<file path="config.mk">
export PLATFORM = sky130hd
export DESIGN_NAME = double_scale_by_power_of_two
export DESIGN_NICKNAME = d
export VERILOG_FILES = /design/src/rtl/dsp2_pkg.sv /design/src/rtl/dsp2_norm.sv /design/src/rtl/dsp2_shift.sv /design/src/rtl/dsp2_round.sv /design/src/rtl/double_scale_by_power_of_two.sv
export SDC_FILE = /design/constraint.sdc
export NUM_CORES = 1
export LEC_CHECK = 0
export ABC_AREA = 1
export BUFFER_PORTS_ARGS = -buffer_cell sky130_fd_sc_hd__buf_4
export CAP_MARGIN = 20
export CORE_MARGIN = 2
export CORE_UTILIZATION = 37
export CTS_BUF_LIST = sky130_fd_sc_hd__clkbuf_2
export DETAILED_ROUTE_END_ITERATION = 8
export HOLD_SLACK_MARGIN = 0.1
export PLACE_DENSITY = 0.52
export SYNTH_ARGS = -nofsm -noshare
export SYNTH_HDL_FRONTEND = slang
export SYNTH_HIERARCHICAL = 1
export SYNTH_SLANG_ARGS = --single-unit
</file>
<file path="constraint.sdc">
create_clock -name clk -period 14.3 [get_ports clk]
set_input_delay 2.86 -clock clk [delete_from_list [all_inputs] [get_ports clk]]
set_output_delay 2.86 -clock clk [all_outputs]
set_load 0.01 [all_outputs]
</file>
<file path="src/rtl/dsp2_pkg.sv">
package dsp2_pkg;

	localparam int FracW = 52;
	localparam int ExpW  = 11;
	localparam int ManW  = 53;
	localparam int LzW   = 6;
	// exponent math width: covers 32-bit scale plus biased exponent
	localparam int XW    = 34;
	localparam logic [ExpW-1:0] ExpMax = 11'h7FF;

	// Per-item classification carried down the pipe.
	typedef struct packed {
		logic pass;	// NaN, infinity or zero: output equals operand
		logic sign;
	} cls_t;

	// Leading-zero count of a 53-bit mantissa (result 0..52).
	function automatic logic [LzW-1:0] lzc53(input logic [ManW-1:0] m);
		logic [LzW-1:0] r;
		logic           found;
		r = '0;
		found = 1'b0;
		for (int i = ManW - 1; i >= 0; i--) begin
			if (!found && m[i]) begin
				r = LzW'(ManW - 1 - i);
				found = 1'b1;
			end
		end
		return r;
	endfunction

endpackage

</file>
<file path="src/rtl/dsp2_norm.sv">
// Stage 1: classify, find leading zeros of the mantissa, add the scale to the exponent.
module dsp2_norm
	import dsp2_pkg::*;
(
	input  logic              clk,
	input  logic              arst_n,
	input  logic              en,
	input  logic              vin,
	input  logic [63:0]       x,
	input  logic signed [31:0] n,
	output logic              v_s1,
	output cls_t              cls_s1,
	output logic [63:0]       x_s1,
	output logic [ManW-1:0]   man_s1,
	output logic [LzW-1:0]    lz_s1,
	output logic signed [XW-1:0] ex_s1
);
	logic [ExpW-1:0] bexp;
	logic [ManW-1:0] man;
	logic [XW-1:0]   e0;

	always_comb begin
		bexp = x[62:52];
		man  = {bexp != '0, x[FracW-1:0]};
		// subnormal acts as exponent 1
		e0   = (bexp == '0) ? XW'(1) : XW'(bexp);
	end

	always_ff @(posedge clk or negedge arst_n) begin
		if (!arst_n) begin
			v_s1 <= 1'b0;
		end else if (en) begin
			v_s1 <= vin;
		end
	end

	always_ff @(posedge clk) begin
		if (en) begin
			cls_s1.pass <= (bexp == ExpMax) || (x[62:0] == '0);
			cls_s1.sign <= x[63];
			x_s1        <= x;
			man_s1      <= man;
			lz_s1       <= lzc53(man);
			ex_s1       <= $signed(e0) + XW'(n);
		end
	end
endmodule

</file>
<file path="src/rtl/dsp2_shift.sv">
// Stage 2: normalize mantissa, final exponent.
module dsp2_shift
	import dsp2_pkg::*;
(
	input  logic              clk,
	input  logic              arst_n,
	input  logic              en,
	input  logic              v_s1,
	input  cls_t              cls_s1,
	input  logic [63:0]       x_s1,
	input  logic [ManW-1:0]   man_s1,
	input  logic [LzW-1:0]    lz_s1,
	input  logic signed [XW-1:0] ex_s1,
	output logic              v_s2,
	output cls_t              cls_s2,
	output logic [63:0]       x_s2,
	output logic [ManW-1:0]   man_s2,
	output logic signed [XW-1:0] ex_s2
);
	always_ff @(posedge clk or negedge arst_n) begin
		if (!arst_n) begin
			v_s2 <= 1'b0;
		end else if (en) begin
			v_s2 <= v_s1;
		end
	end

	always_ff @(posedge clk) begin
		if (en) begin
			cls_s2 <= cls_s1;
			x_s2   <= x_s1;
			man_s2 <= man_s1 << lz_s1;
			ex_s2  <= ex_s1 - XW'(lz_s1);
		end
	end
endmodule

</file>
<file path="src/rtl/dsp2_round.sv">
// Stage 3: pass special operands through, pack normal, overflow, or denormalize with RNE.
module dsp2_round
	import dsp2_pkg::*;
(
	input  logic              clk,
	input  logic              arst_n,
	input  logic              en,
	input  logic              v_s2,
	input  cls_t              cls_s2,
	input  logic [63:0]       x_s2,
	input  logic [ManW-1:0]   man_s2,
	input  logic signed [XW-1:0] ex_s2,
	output logic              v_s3,
	output logic [63:0]       r_s3
);
	logic [XW-1:0]   sh;
	logic [5:0]      s;
	logic [ManW+1:0] ext;	// mantissa, guard, sticky-free extended
	logic [ManW+1:0] shv;
	logic [ManW+1:0] lost;
	logic [ManW-1:0] q;
	logic            g, st;
	logic [63:0]     r;

	always_comb begin
		sh   = XW'(1) - ex_s2;
		s    = (sh > XW'(54)) ? 6'd55 : sh[5:0];
		ext  = {1'b0, man_s2, 1'b0};
		shv  = ext >> s;
		lost = ext & ~(({(ManW+2){1'b1}}) << s);
		q    = shv[ManW:1];
		g    = shv[0];
		st   = lost != '0;
		if (cls_s2.pass) begin
			r = x_s2;
		end else if (ex_s2 >= $signed(XW'(ExpMax))) begin
			r = {cls_s2.sign, ExpMax, {FracW{1'b0}}};
		end else if (ex_s2 >= $signed(XW'(1))) begin
			r = {cls_s2.sign, ex_s2[ExpW-1:0], man_s2[FracW-1:0]};
		end else if (sh > XW'(54)) begin
			r = {cls_s2.sign, 63'd0};
		end else begin
			r = {cls_s2.sign, 10'd0, q + ManW'(g && (st || q[0]))};
		end
	end

	always_ff @(posedge clk or negedge arst_n) begin
		if (!arst_n) begin
			v_s3 <= 1'b0;
		end else if (en) begin
			v_s3 <= v_s2;
		end
	end

	always_ff @(posedge clk) begin
		if (en) begin
			r_s3 <= r;
		end
	end
endmodule

</file>
<file path="src/rtl/double_scale_by_power_of_two.sv">
// Binary64 scale by a power of two (ldexp).
// s_axis: tdata = {scale_exponent[95:64], operand_bits[63:0]}; transfer on tvalid & tready.
// m_axis: tdata = result_bits; one result transfer per input transfer, in order.
// Zero, infinity and NaN pass unchanged; overflow gives signed infinity;
// underflow denormalizes with round-to-nearest-even.
// Pipeline: three register stages (classify + leading-zero count,
// normalize + exponent, round/pack).
// Throughput: one transfer per cycle while the receiver does not stall; the whole pipe advances together.
// When the receiver stalls (tready low with a valid result at the output)
// every stage holds and s_axis_tready drops; nothing is lost or repeated.
// Empty stages hold too during a stall; bubbles do not collapse.
// Reset (arst_n low) clears all valid bits; data registers are not reset.
module double_scale_by_power_of_two
	import dsp2_pkg::*;
(
	input  logic        clk,
	input  logic        arst_n,
	input  logic        s_axis_tvalid,
	output logic        s_axis_tready,
	input  logic [95:0] s_axis_tdata,	// operand_bits[63:0], scale_exponent[95:64]
	output logic        m_axis_tvalid,
	input  logic        m_axis_tready,
	output logic [63:0] m_axis_tdata	// result_bits[63:0]
);
	logic v_s1, v_s2;
	cls_t cls_s1, cls_s2;
	logic [63:0] x_s1, x_s2;
	logic [ManW-1:0] man_s1, man_s2;
	logic [LzW-1:0] lz_s1;
	logic signed [XW-1:0] ex_s1, ex_s2;
	logic en;

	// advance when output slot empty or being taken
	assign en = !m_axis_tvalid || m_axis_tready;
	assign s_axis_tready = en;

	dsp2_norm u_norm (
		.clk, .arst_n, .en,
		.vin(s_axis_tvalid),
		.x(s_axis_tdata[63:0]),
		.n($signed(s_axis_tdata[95:64])),
		.v_s1, .cls_s1, .x_s1, .man_s1, .lz_s1, .ex_s1
	);

	dsp2_shift u_shift (
		.clk, .arst_n, .en,
		.v_s1, .cls_s1, .x_s1, .man_s1, .lz_s1, .ex_s1,
		.v_s2, .cls_s2, .x_s2, .man_s2, .ex_s2
	);

	dsp2_round u_round (
		.clk, .arst_n, .en,
		.v_s2, .cls_s2, .x_s2, .man_s2, .ex_s2,
		.v_s3(m_axis_tvalid),
		.r_s3(m_axis_tdata)
	);
endmodule

</file>
==> results of run 1 <==
-- cell usage in the layout (no fill, tap or decap), drive strengths merged, types with 52 or more instances in the layout --
cell type / n
edfxtp: 322
inv: 362
clkbuf: 110
nand4: 136
nand2: 1457
nand3: 847
buf: 205
a21oi: 106
o21ai: 102
xor2: 52
nor2: 457
-- metrics by stage --
stage	area [um2]	power (mW)	setup slack, ps	instances	hold WS (ps)
after detailed placement	29800	4.24	7180	5227	405
after global placement	29800	4.26	7200	5227	400
after floorplan	28300	3.28	1660	4275	400
after CTS	30500	4.87	7210	5358	404
final	30500	4.90	6960	5361	398
after global routing	30500	5.20	6630	5360	407
-- power groups by stage --
stage | clock (mW) | combinational (mW) | sequential (mW)
after global routing | 0.688 | 2.69 | 1.82
final | 0.616 | 2.50 | 1.79
after floorplan | 0 | 1.49 | 1.79
after detailed placement | 0 | 2.43 | 1.81
after CTS | 0.641 | 2.44 | 1.79
after global placement | 0 | 2.45 | 1.81
-- logic make-up after synthesis --
group	Yosys count	synth area share
multiplexers	3	0.00119
AND/OR/NAND/NOR	2988	0.474
adder cells (fa/ha/maj)	22	0.0103
AO/OA/AOI/OAI	264	0.0536
flip-flops	325	0.344
XOR/XNOR	73	0.0226
buffers and inverters	600	0.0943
-- per-layer routing --
metal | track usage | vias up | share of wire
li1 | - | 14400 | -
met1 | 0.455 | 14300 | 0.43
met4 | 0.157 | 4 | 0.050
met2 | 0.510 | 1467 | 0.44
met3 | 0.0478 | 252 | 0.078
met5 | 0 | - | 0.00017
-- state kept, by name (all words and copies together), names as in the netlist, 2 cells and up --
| register | cells |
|---|---|
| u_norm/cls_s1 | 2 |
| u_shift/man_s2 | 53 |
| u_norm/x_s1 | 63 |
| u_round/r_s3 | 64 |
| u_shift/x_s2 | 64 |
| u_shift/ex_s2 | 34 |
| u_norm/ex_s1 | 33 |
| u_shift/cls_s2 | 2 |
| u_norm/lz_s1 | 6 |
-- how the worst min path moves through the flow --
| stage | startpoint | to | slack, ps | depth (start not counted) |
|---|---|---|---|---|
| 6_report | u_norm/x_s1[55]$_DFFE_PP_ | u_shift/x_s2[55]$_DFFE_PP_ | 400 | 0 |
| 5_1_grt | u_norm/x_s1[55]$_DFFE_PP_ | u_shift/x_s2[55]$_DFFE_PP_ | 410 | 0 |
| 4_1_cts | u_norm/x_s1[55]$_DFFE_PP_ | u_shift/x_s2[55]$_DFFE_PP_ | 400 | 0 |
| 3_5_place_dp | u_norm/x_s1[59]$_DFFE_PP_ | u_shift/x_s2[59]$_DFFE_PP_ | 400 | 0 |
| 3_3_place_gp | u_norm/x_s1[57]$_DFFE_PP_ | u_shift/x_s2[57]$_DFFE_PP_ | 400 | 0 |
| 2_1_floorplan | u_norm/cls_s1[1]$_DFFE_PP_ | u_shift/cls_s2[1]$_DFFE_PP_ | 400 | 0 |
-- worst max-delay path, delay by kind of cell (launching register included) --
| family | cells | cell delay (ps) |
|---|---|---|
| adder cells (fa/ha/maj) | 2 | 700 |
| buffers and inverters | 4 | 1340 |
| AND/OR/NAND/NOR | 26 | 4000 |
| flip-flops | 1 | 360 |
| AO/OA/AOI/OAI | 2 | 660 |
-- final cells by class --
cell class / instances / area (um2) / share of cell area
well taps: 978 / 1220 / 0.0401
repair buffers: 205 / 1540 / 0.0504
clock inverters: 21 / 146 / 0.00480
diodes: 3 / 7.51 / 0.000246
flip-flops and latches: 325 / 9740 / 0.319
multi-input cells: 3350 / 15900 / 0.521
clock buffers: 110 / 551 / 0.0180
inverters: 369 / 1390 / 0.0456
==> summary.md, run 1 <==
| Metric | Value |
|---|---|
| Setup violators final | `0` |
| Int Power | `between 2 and 2.5 mW` |
| Final critical delay including setup and external delays | `7340 ps` |
| Cell seen most often among critical-path stages | `sky130_fd_sc_hd__nand2_1` |
| Power density over cell area | `approximately 160 nW/um2` |
| Ranking of synthesized cells by area | `sky130_fd_sc_hd__edfxtp_1 (34%), sky130_fd_sc_hd__nand2_1 (19%), sky130_fd_sc_hd__nand3_1 (15%), sky130_fd_sc_hd__nor2_1 (5.1%), sky130_fd_sc_hd__inv_1 (4.4%)` |
| Core area | `75800 um2` |
| Number of setup buffers added after CTS | `0` |
| Arrival time of data at the critical path endpoint | `8070 ps` |
| Maximum frequency from static timing analysis | `approximately 0.14 GHz` |
| Die Span Y | `around 280 um` |
| Master of the slowest instance on the critical path | `sky130_fd_sc_hd__buf_4` |
| Width of the die | `~280 um` |
| Global placer's final weighted congestion | `between 1 and 1.5` |
| Post-synth net total | `between 4000 and 5000` |
| Vias in the first global route | `between 20000 and 30000` |
| Number of sinks driven by the clock tree | `325` |
| Routed vias/inst | `5.67` |
| Initial drt markers | `about 3800` |
| Number of buffers inserted during clock tree synthesis | `82` |
| Number of max-capacitance violations reported | `0` |
| Synth Register Bits | `325` |
| Post-cts gate resize count | `0` |
| Standby leakage power | `approximately 14 nW` |
| Die ar. | `78700 um2` |
| Synth Cell Area | `roughly 28000 um2` |
| Kind of capture point of the worst setup path | `flip-flop` |
| Worst vdd rail ir drop | `~0.00012 V` |
| Final worst clock skew | `~120 ps` |
| Share of layout cells above drive strength 1 | `0.114` |
| TritonCTS clock tree | `done` |
| Total count of hold-check failures in the final report | `0` |
| HPWL after detailed placement | `~100000 um` |
| Avg Synthesized Cell Area | `6.62 um2` |
| Reg power frac | `0.366` |
| Most frequently used cell type in the post-synthesis netlist | `sky130_fd_sc_hd__nand2_1` |
| Largest net degree at the start of global routing | `between 80 and 90` |
| Path category of the worst min-delay check | `reg -> reg` |
| Post-DRT Antenna Nets | `0` |
| Via count | `between 30000 and 40000` |
| Biggest cell delay along the critical path | `approximately 530 ps` |
| P&R area growth vs syn | `7.83%` |
| Cell Rows | `101` |
| Syn. warnings | `6` |
| Number of nets in the layout | `4455` |
| Worst R2R Path Depth | `34` |
| Largest area contributor in the netlist | `sky130_fd_sc_hd__edfxtp_1` |
| RSZ-0062 raised after global routing | `false` |
| Worst slew pin tran | `about 1100 ps` |
| I/O pin cnt | `around 170` |
| Combinational cell fraction of total power | `0.509` |
| Sequential-to-total area share from yosys stat | `0.344` |
| Maximum fanout encountered on the critical timing path | `50` |
| Setup TNS Final | `0 ps` |
| Fraction of power consumed by the clock network | `0.126` |
| Wire length of the first global-routing pass | `190000 um` |
| Fill cell count | `8318` |
| EDFF count, synth | `322` |
| Terminus of the critical flop-to-flop path | `u_round/r_s3[10]$_DFFE_PP_` |
| Detailed Route WL | `between 100000 and 150000 um` |
| Remaining routing DRC violations | `0` |
| Worst-Skew Late Latency | `about 1100 ps` |
| Post-synthesis cell count | `about 4300` |
| Number of buffers on the longest clock path | `3` |
| Remaining max-slew budget at the tightest pin | `0.296` |
| Final clock period utilization by the worst path | `0.513` |
| Leading post-synthesis cells by instance count | `sky130_fd_sc_hd__nand2_1 (1424), sky130_fd_sc_hd__nand3_1 (835), sky130_fd_sc_hd__nor2_1 (388)` |
| Max-slew violations | `0` |
| Outcome | `finished clean` |
| Switching share of total power | `0.509` |
| Total of hold buffers inserted after clock tree synthesis | `0` |
| Data required time at the worst endpoint | `roughly 15000 ps` |
| R2r startpoint | `u_shift/ex_s2[1]$_DFFE_PP_` |
| Number of levels the H-tree was split into | `3` |
| Share of synthesized registers carrying an async set or reset | `0.00923` |
| Global routing usage summed across all routing layers | `0.331` |
| Startpoint class of the critical path | `flip-flop` |
| Effective utilization at floorplan | `0.373` |
| I/O Buffers | `between 150 and 200` |
| Critical path class | `reg -> reg` |
| Top flip-flop cell by instance count after synthesis | `sky130_fd_sc_hd__edfxtp_1` |
| Total congestion overflow after global routing | `0` |
| Buffer type at the clock tree root | `sky130_fd_sc_hd__clkbuf_2` |
| Psw | `around 2.5 mW` |
| Final core utilization | `0.402` |
| Total iterations of the first detailed-routing run | `8` |
| Slack of the worst reg-to-reg path | `between 6000 and 7000 ps` |
| Beginning of the critical path | `u_shift/ex_s2[1]$_DFFE_PP_` |
| Number of antenna violations at the first check in global routing | `4` |
| Number of different library cells in the post-synthesis netlist | `65` |
| Wirelength per Cell | `24.7 um` |
| Post-CTS clock slew at the launch and capture registers of the worst setup and hold paths | `roughly 90 ps` |
| Share of the synthesized area in the top cell type | `0.342` |
| Critical Path Sink | `u_round/r_s3[10]$_DFFE_PP_` |
(Power assumes the default switching activity.)
==> run 2, diff against run 1 <==
Clock period 14.3 ns to 7.5 ns, I/O delays scaled along.
==> run 2 against run 1 <==
Against the previous run: clock power is 120% higher; flip-flop and latch count stayed put; highest routed layer is now met4; combinational power is 95% higher; global-route usage is 0.74 points higher; final area is 0.87% higher; power is 97% higher; utilization is 0.35 points higher; die area stayed put; count of clock-buffer cells in the layout is 3 higher; non-clock buffer count is 13 higher.
==> summary.md, run 2 (synthesized netlist as in run 1, its figures left out) <==
| Metric | Value |
|---|---|
| Outcome | `finished clean` |
| Share of layout cells above drive strength 1 | `0.118 (+0.00429)` |
| Total iterations of the first detailed-routing run | `7 (-1)` |
| Largest net degree at the start of global routing | `114 (+39%)` |
| Reg power frac | `0.355 (-0.011)` |
| I/O Buffers | `165 (unchanged)` |
| Vias in the first global route | `28500 (+1.3%)` |
| Switching share of total power | `0.511 (+0.00202)` |
| Number of buffers inserted during clock tree synthesis | `83 (+1.2%)` |
| Final worst clock skew | `163 ps (+41.6 ps)` |
| Via count | `30900 (+1.4%)` |
| Power density over cell area | `314 nW/um2 (+95%)` |
| Wire length of the first global-routing pass | `194000 um (+1.8%)` |
| Routed vias/inst | `5.73 (+0.90%)` |
| Master of the slowest instance on the critical path | `sky130_fd_sc_hd__nand3_2` |
| Initial drt markers | `3961 (+5.4%)` |
| Number of nets in the layout | `4469 (+0.31%)` |
| Cell seen most often among critical-path stages | `sky130_fd_sc_hd__nand2_1` |
| Cell Rows | `101 (unchanged)` |
| Core area | `75800 um2 (unchanged)` |
| Critical path class | `reg -> reg` |
| Number of levels the H-tree was split into | `3 (unchanged)` |
| Total placed instance area | `29900 um2 (+0.37%)` |
| Post-DRT Antenna Nets | `0 (unchanged)` |
| Remaining max-slew budget at the tightest pin | `0.267 (-0.0287)` |
| Setup TNS Final | `0 ps (unchanged)` |
| Biggest registers after layout | `u_round/r_s3 (64), u_shift/x_s2 (64), u_norm/x_s1 (63)` |
| HPWL after detailed placement | `107000 um (+2.1%)` |
| Fill cell count | `8332 (+0.17%)` |
| Final clock period utilization by the worst path | `0.903 (+0.390)` |
| Worst slew pin tran | `1100 ps (+43.1 ps)` |
| Post-CTS clock slew at the launch and capture registers of the worst setup and hold paths | `100 ps (about the same)` |
| Maximum frequency from static timing analysis | `0.148 GHz (+8.3%)` |
| Final critical delay including setup and external delays | `6770 ps (-565 ps)` |
| Count of placed standard cells including taps | `5239 (+0.23%)` |
| Layer with the highest usage | `met2` |
| Met2 Use GR | `0.522 (+0.0113)` |
| Detailed Route WL | `135000 um (+2.1%)` |
| Number of setup buffers added after CTS | `0 (unchanged)` |
| Max-slew violations | `0 (unchanged)` |
| Kind of capture point of the worst setup path | `flip-flop` |
| Combinational cell fraction of total power | `0.505 (-0.004)` |
| Post-route cell area | `30800 um2 (+0.87%)` |
| Number of standard cells in the layout, taps in and fillers out | `5389 (+0.52%)` |
| Total count of hold-check failures in the final report | `0 (unchanged)` |
| Worst-Skew Late Latency | `1160 ps (+110 ps)` |
| Die ar. | `78700 um2 (unchanged)` |
| Psw | `4.93 mW (+98%)` |
| Worst vdd rail ir drop | `0.000269 V (+130%)` |
| Number of antenna violations at the first check in global routing | `2 (-2)` |
| Buffer type at the clock tree root | `sky130_fd_sc_hd__clkbuf_2` |
| Most common library cell in the layout ignoring fill and taps | `sky130_fd_sc_hd__nand2_1` |
| Total congestion overflow after global routing | `0 (unchanged)` |
| RSZ-0062 raised after global routing | `false` |
| Number of buffers on the longest clock path | `3 (unchanged)` |
| Effective utilization at floorplan | `0.373 (unchanged)` |
| Fraction of power consumed by the clock network | `0.140 (+0.014)` |
| Int Power | `4.73 mW (+96%)` |
| Number of sinks driven by the clock tree | `325 (unchanged)` |
| Setup violators final | `0 (unchanged)` |
| Global placer's final weighted congestion | `1.07 (+1.0%)` |
| Startpoint class of the critical path | `flip-flop` |
| Wirelength per Cell | `25.1 um (+1.5%)` |
| Die Span Y | `281 um (unchanged)` |
| Post-cts gate resize count | `0 (unchanged)` |
| Remaining routing DRC violations | `0 (unchanged)` |
| Standby leakage power | `13.9 nW (+1.0%)` |
| Data required time at the worst endpoint | `8310 ps (-6720 ps)` |
| Global-route track usage on met3 | `0.0466 (-0.00117)` |
| Path category of the worst min-delay check | `reg -> reg` |
| Arrival time of data at the critical path endpoint | `7590 ps (-480 ps)` |
| Global Route met1 Usage | `0.458 (+0.00337)` |
| Commonest cells after routing, fill and taps aside | `sky130_fd_sc_hd__nand2_1 (1423), sky130_fd_sc_hd__nand3_1 (835), sky130_fd_sc_hd__nor2_1 (386)` |
| Number of max-capacitance violations reported | `0 (unchanged)` |
| TritonCTS clock tree | `done` |
| P&R area growth vs syn | `8.78%` |
| Maximum fanout encountered on the critical timing path | `34 (-32%)` |
| Width of the die | `281 um (unchanged)` |
| I/O pin cnt | `166 (unchanged)` |
| Biggest cell delay along the critical path | `650 ps (+120 ps)` |
| Global routing usage summed across all routing layers | `0.338 (+0.00737)` |
## run 2: power by group through the flow
stage	combinational, mW	sequential, mW	clock [mW]
finish	4.88	3.43	1.35
global route	5.21	3.48	1.49
CTS	4.74	3.43	1.40
detailed placement	4.73	3.47	0
global placement	4.78	3.46	0
floorplan	2.84	3.34	0
## run 2: cell type report
| class | count | area, um2 | share of cell area |
|---|---|---|---|
| multi-input combinational | 3350 | 15900 | 0.517 |
| sequential | 325 | 9740 | 0.317 |
| timing repair buffer | 218 | 1650 | 0.0537 |
| inverter | 369 | 1390 | 0.0452 |
| tap | 978 | 1220 | 0.0398 |
| clock buffer | 113 | 566 | 0.0184 |
| clock inverter | 32 | 274 | 0.00890 |
| antenna | 4 | 10.0 | 0.000325 |
## run 2: timing repair
| item | in CTS | in global routing |
|---|---|---|
| hold buffers | 1 | 0 |
| endpoints found under the setup margin | 0 | 0 |
| endpoints found under the hold margin | 3 | 0 |
## run 2: final timing paths
path	cells after the start	slack [ps]	startpoint	endpoint
setup / recovery	32	730	u_shift/ex_s2[2]$_DFFE_PP_	u_round/r_s3[8]$_DFFE_PP_
hold / removal	0	390	u_norm/x_s1[55]$_DFFE_PP_	u_shift/x_s2[55]$_DFFE_PP_
setup reg to reg	32	730	u_shift/ex_s2[2]$_DFFE_PP_	u_round/r_s3[8]$_DFFE_PP_
hold reg to reg	0	390	u_norm/x_s1[55]$_DFFE_PP_	u_shift/x_s2[55]$_DFFE_PP_
max in group asynchronous	2	6660	arst_n	u_shift/v_s2$_DFFE_PN0P_
min in group asynchronous	2	710	arst_n	u_norm/v_s1$_DFFE_PN0P_
## run 2: routing by layer
layer  wire (um)  up-vias
li1            -    14500
met1       57100    14400
met2       59100     1624
met3       10700      350
met4        8270        0
met5           0        -
## run 2: critical path, delay by kind of cell, from the launching register on
kind            cells  cell delay (ps)
flops               1              430
compound gates      3              790
simple gates       23             3640
xor+xnor            1              250
buf+inv             3              730
fa+ha+maj           2              720
## run 2: through the flow
step / hold slack, ps / total power [mW] / utilization / setup WS, ps
final: 395 / 9.66 / 0.406 / 726
after CTS: 402 / 9.57 / 0.406 / 946
after detailed placement: 405 / 8.20 / 0.395 / 890
after global routing: 427 / 10.2 / 0.406 / 228
after global placement: 401 / 8.24 / 0.395 / 914
after floorplan: 400 / 6.18 / - / 599
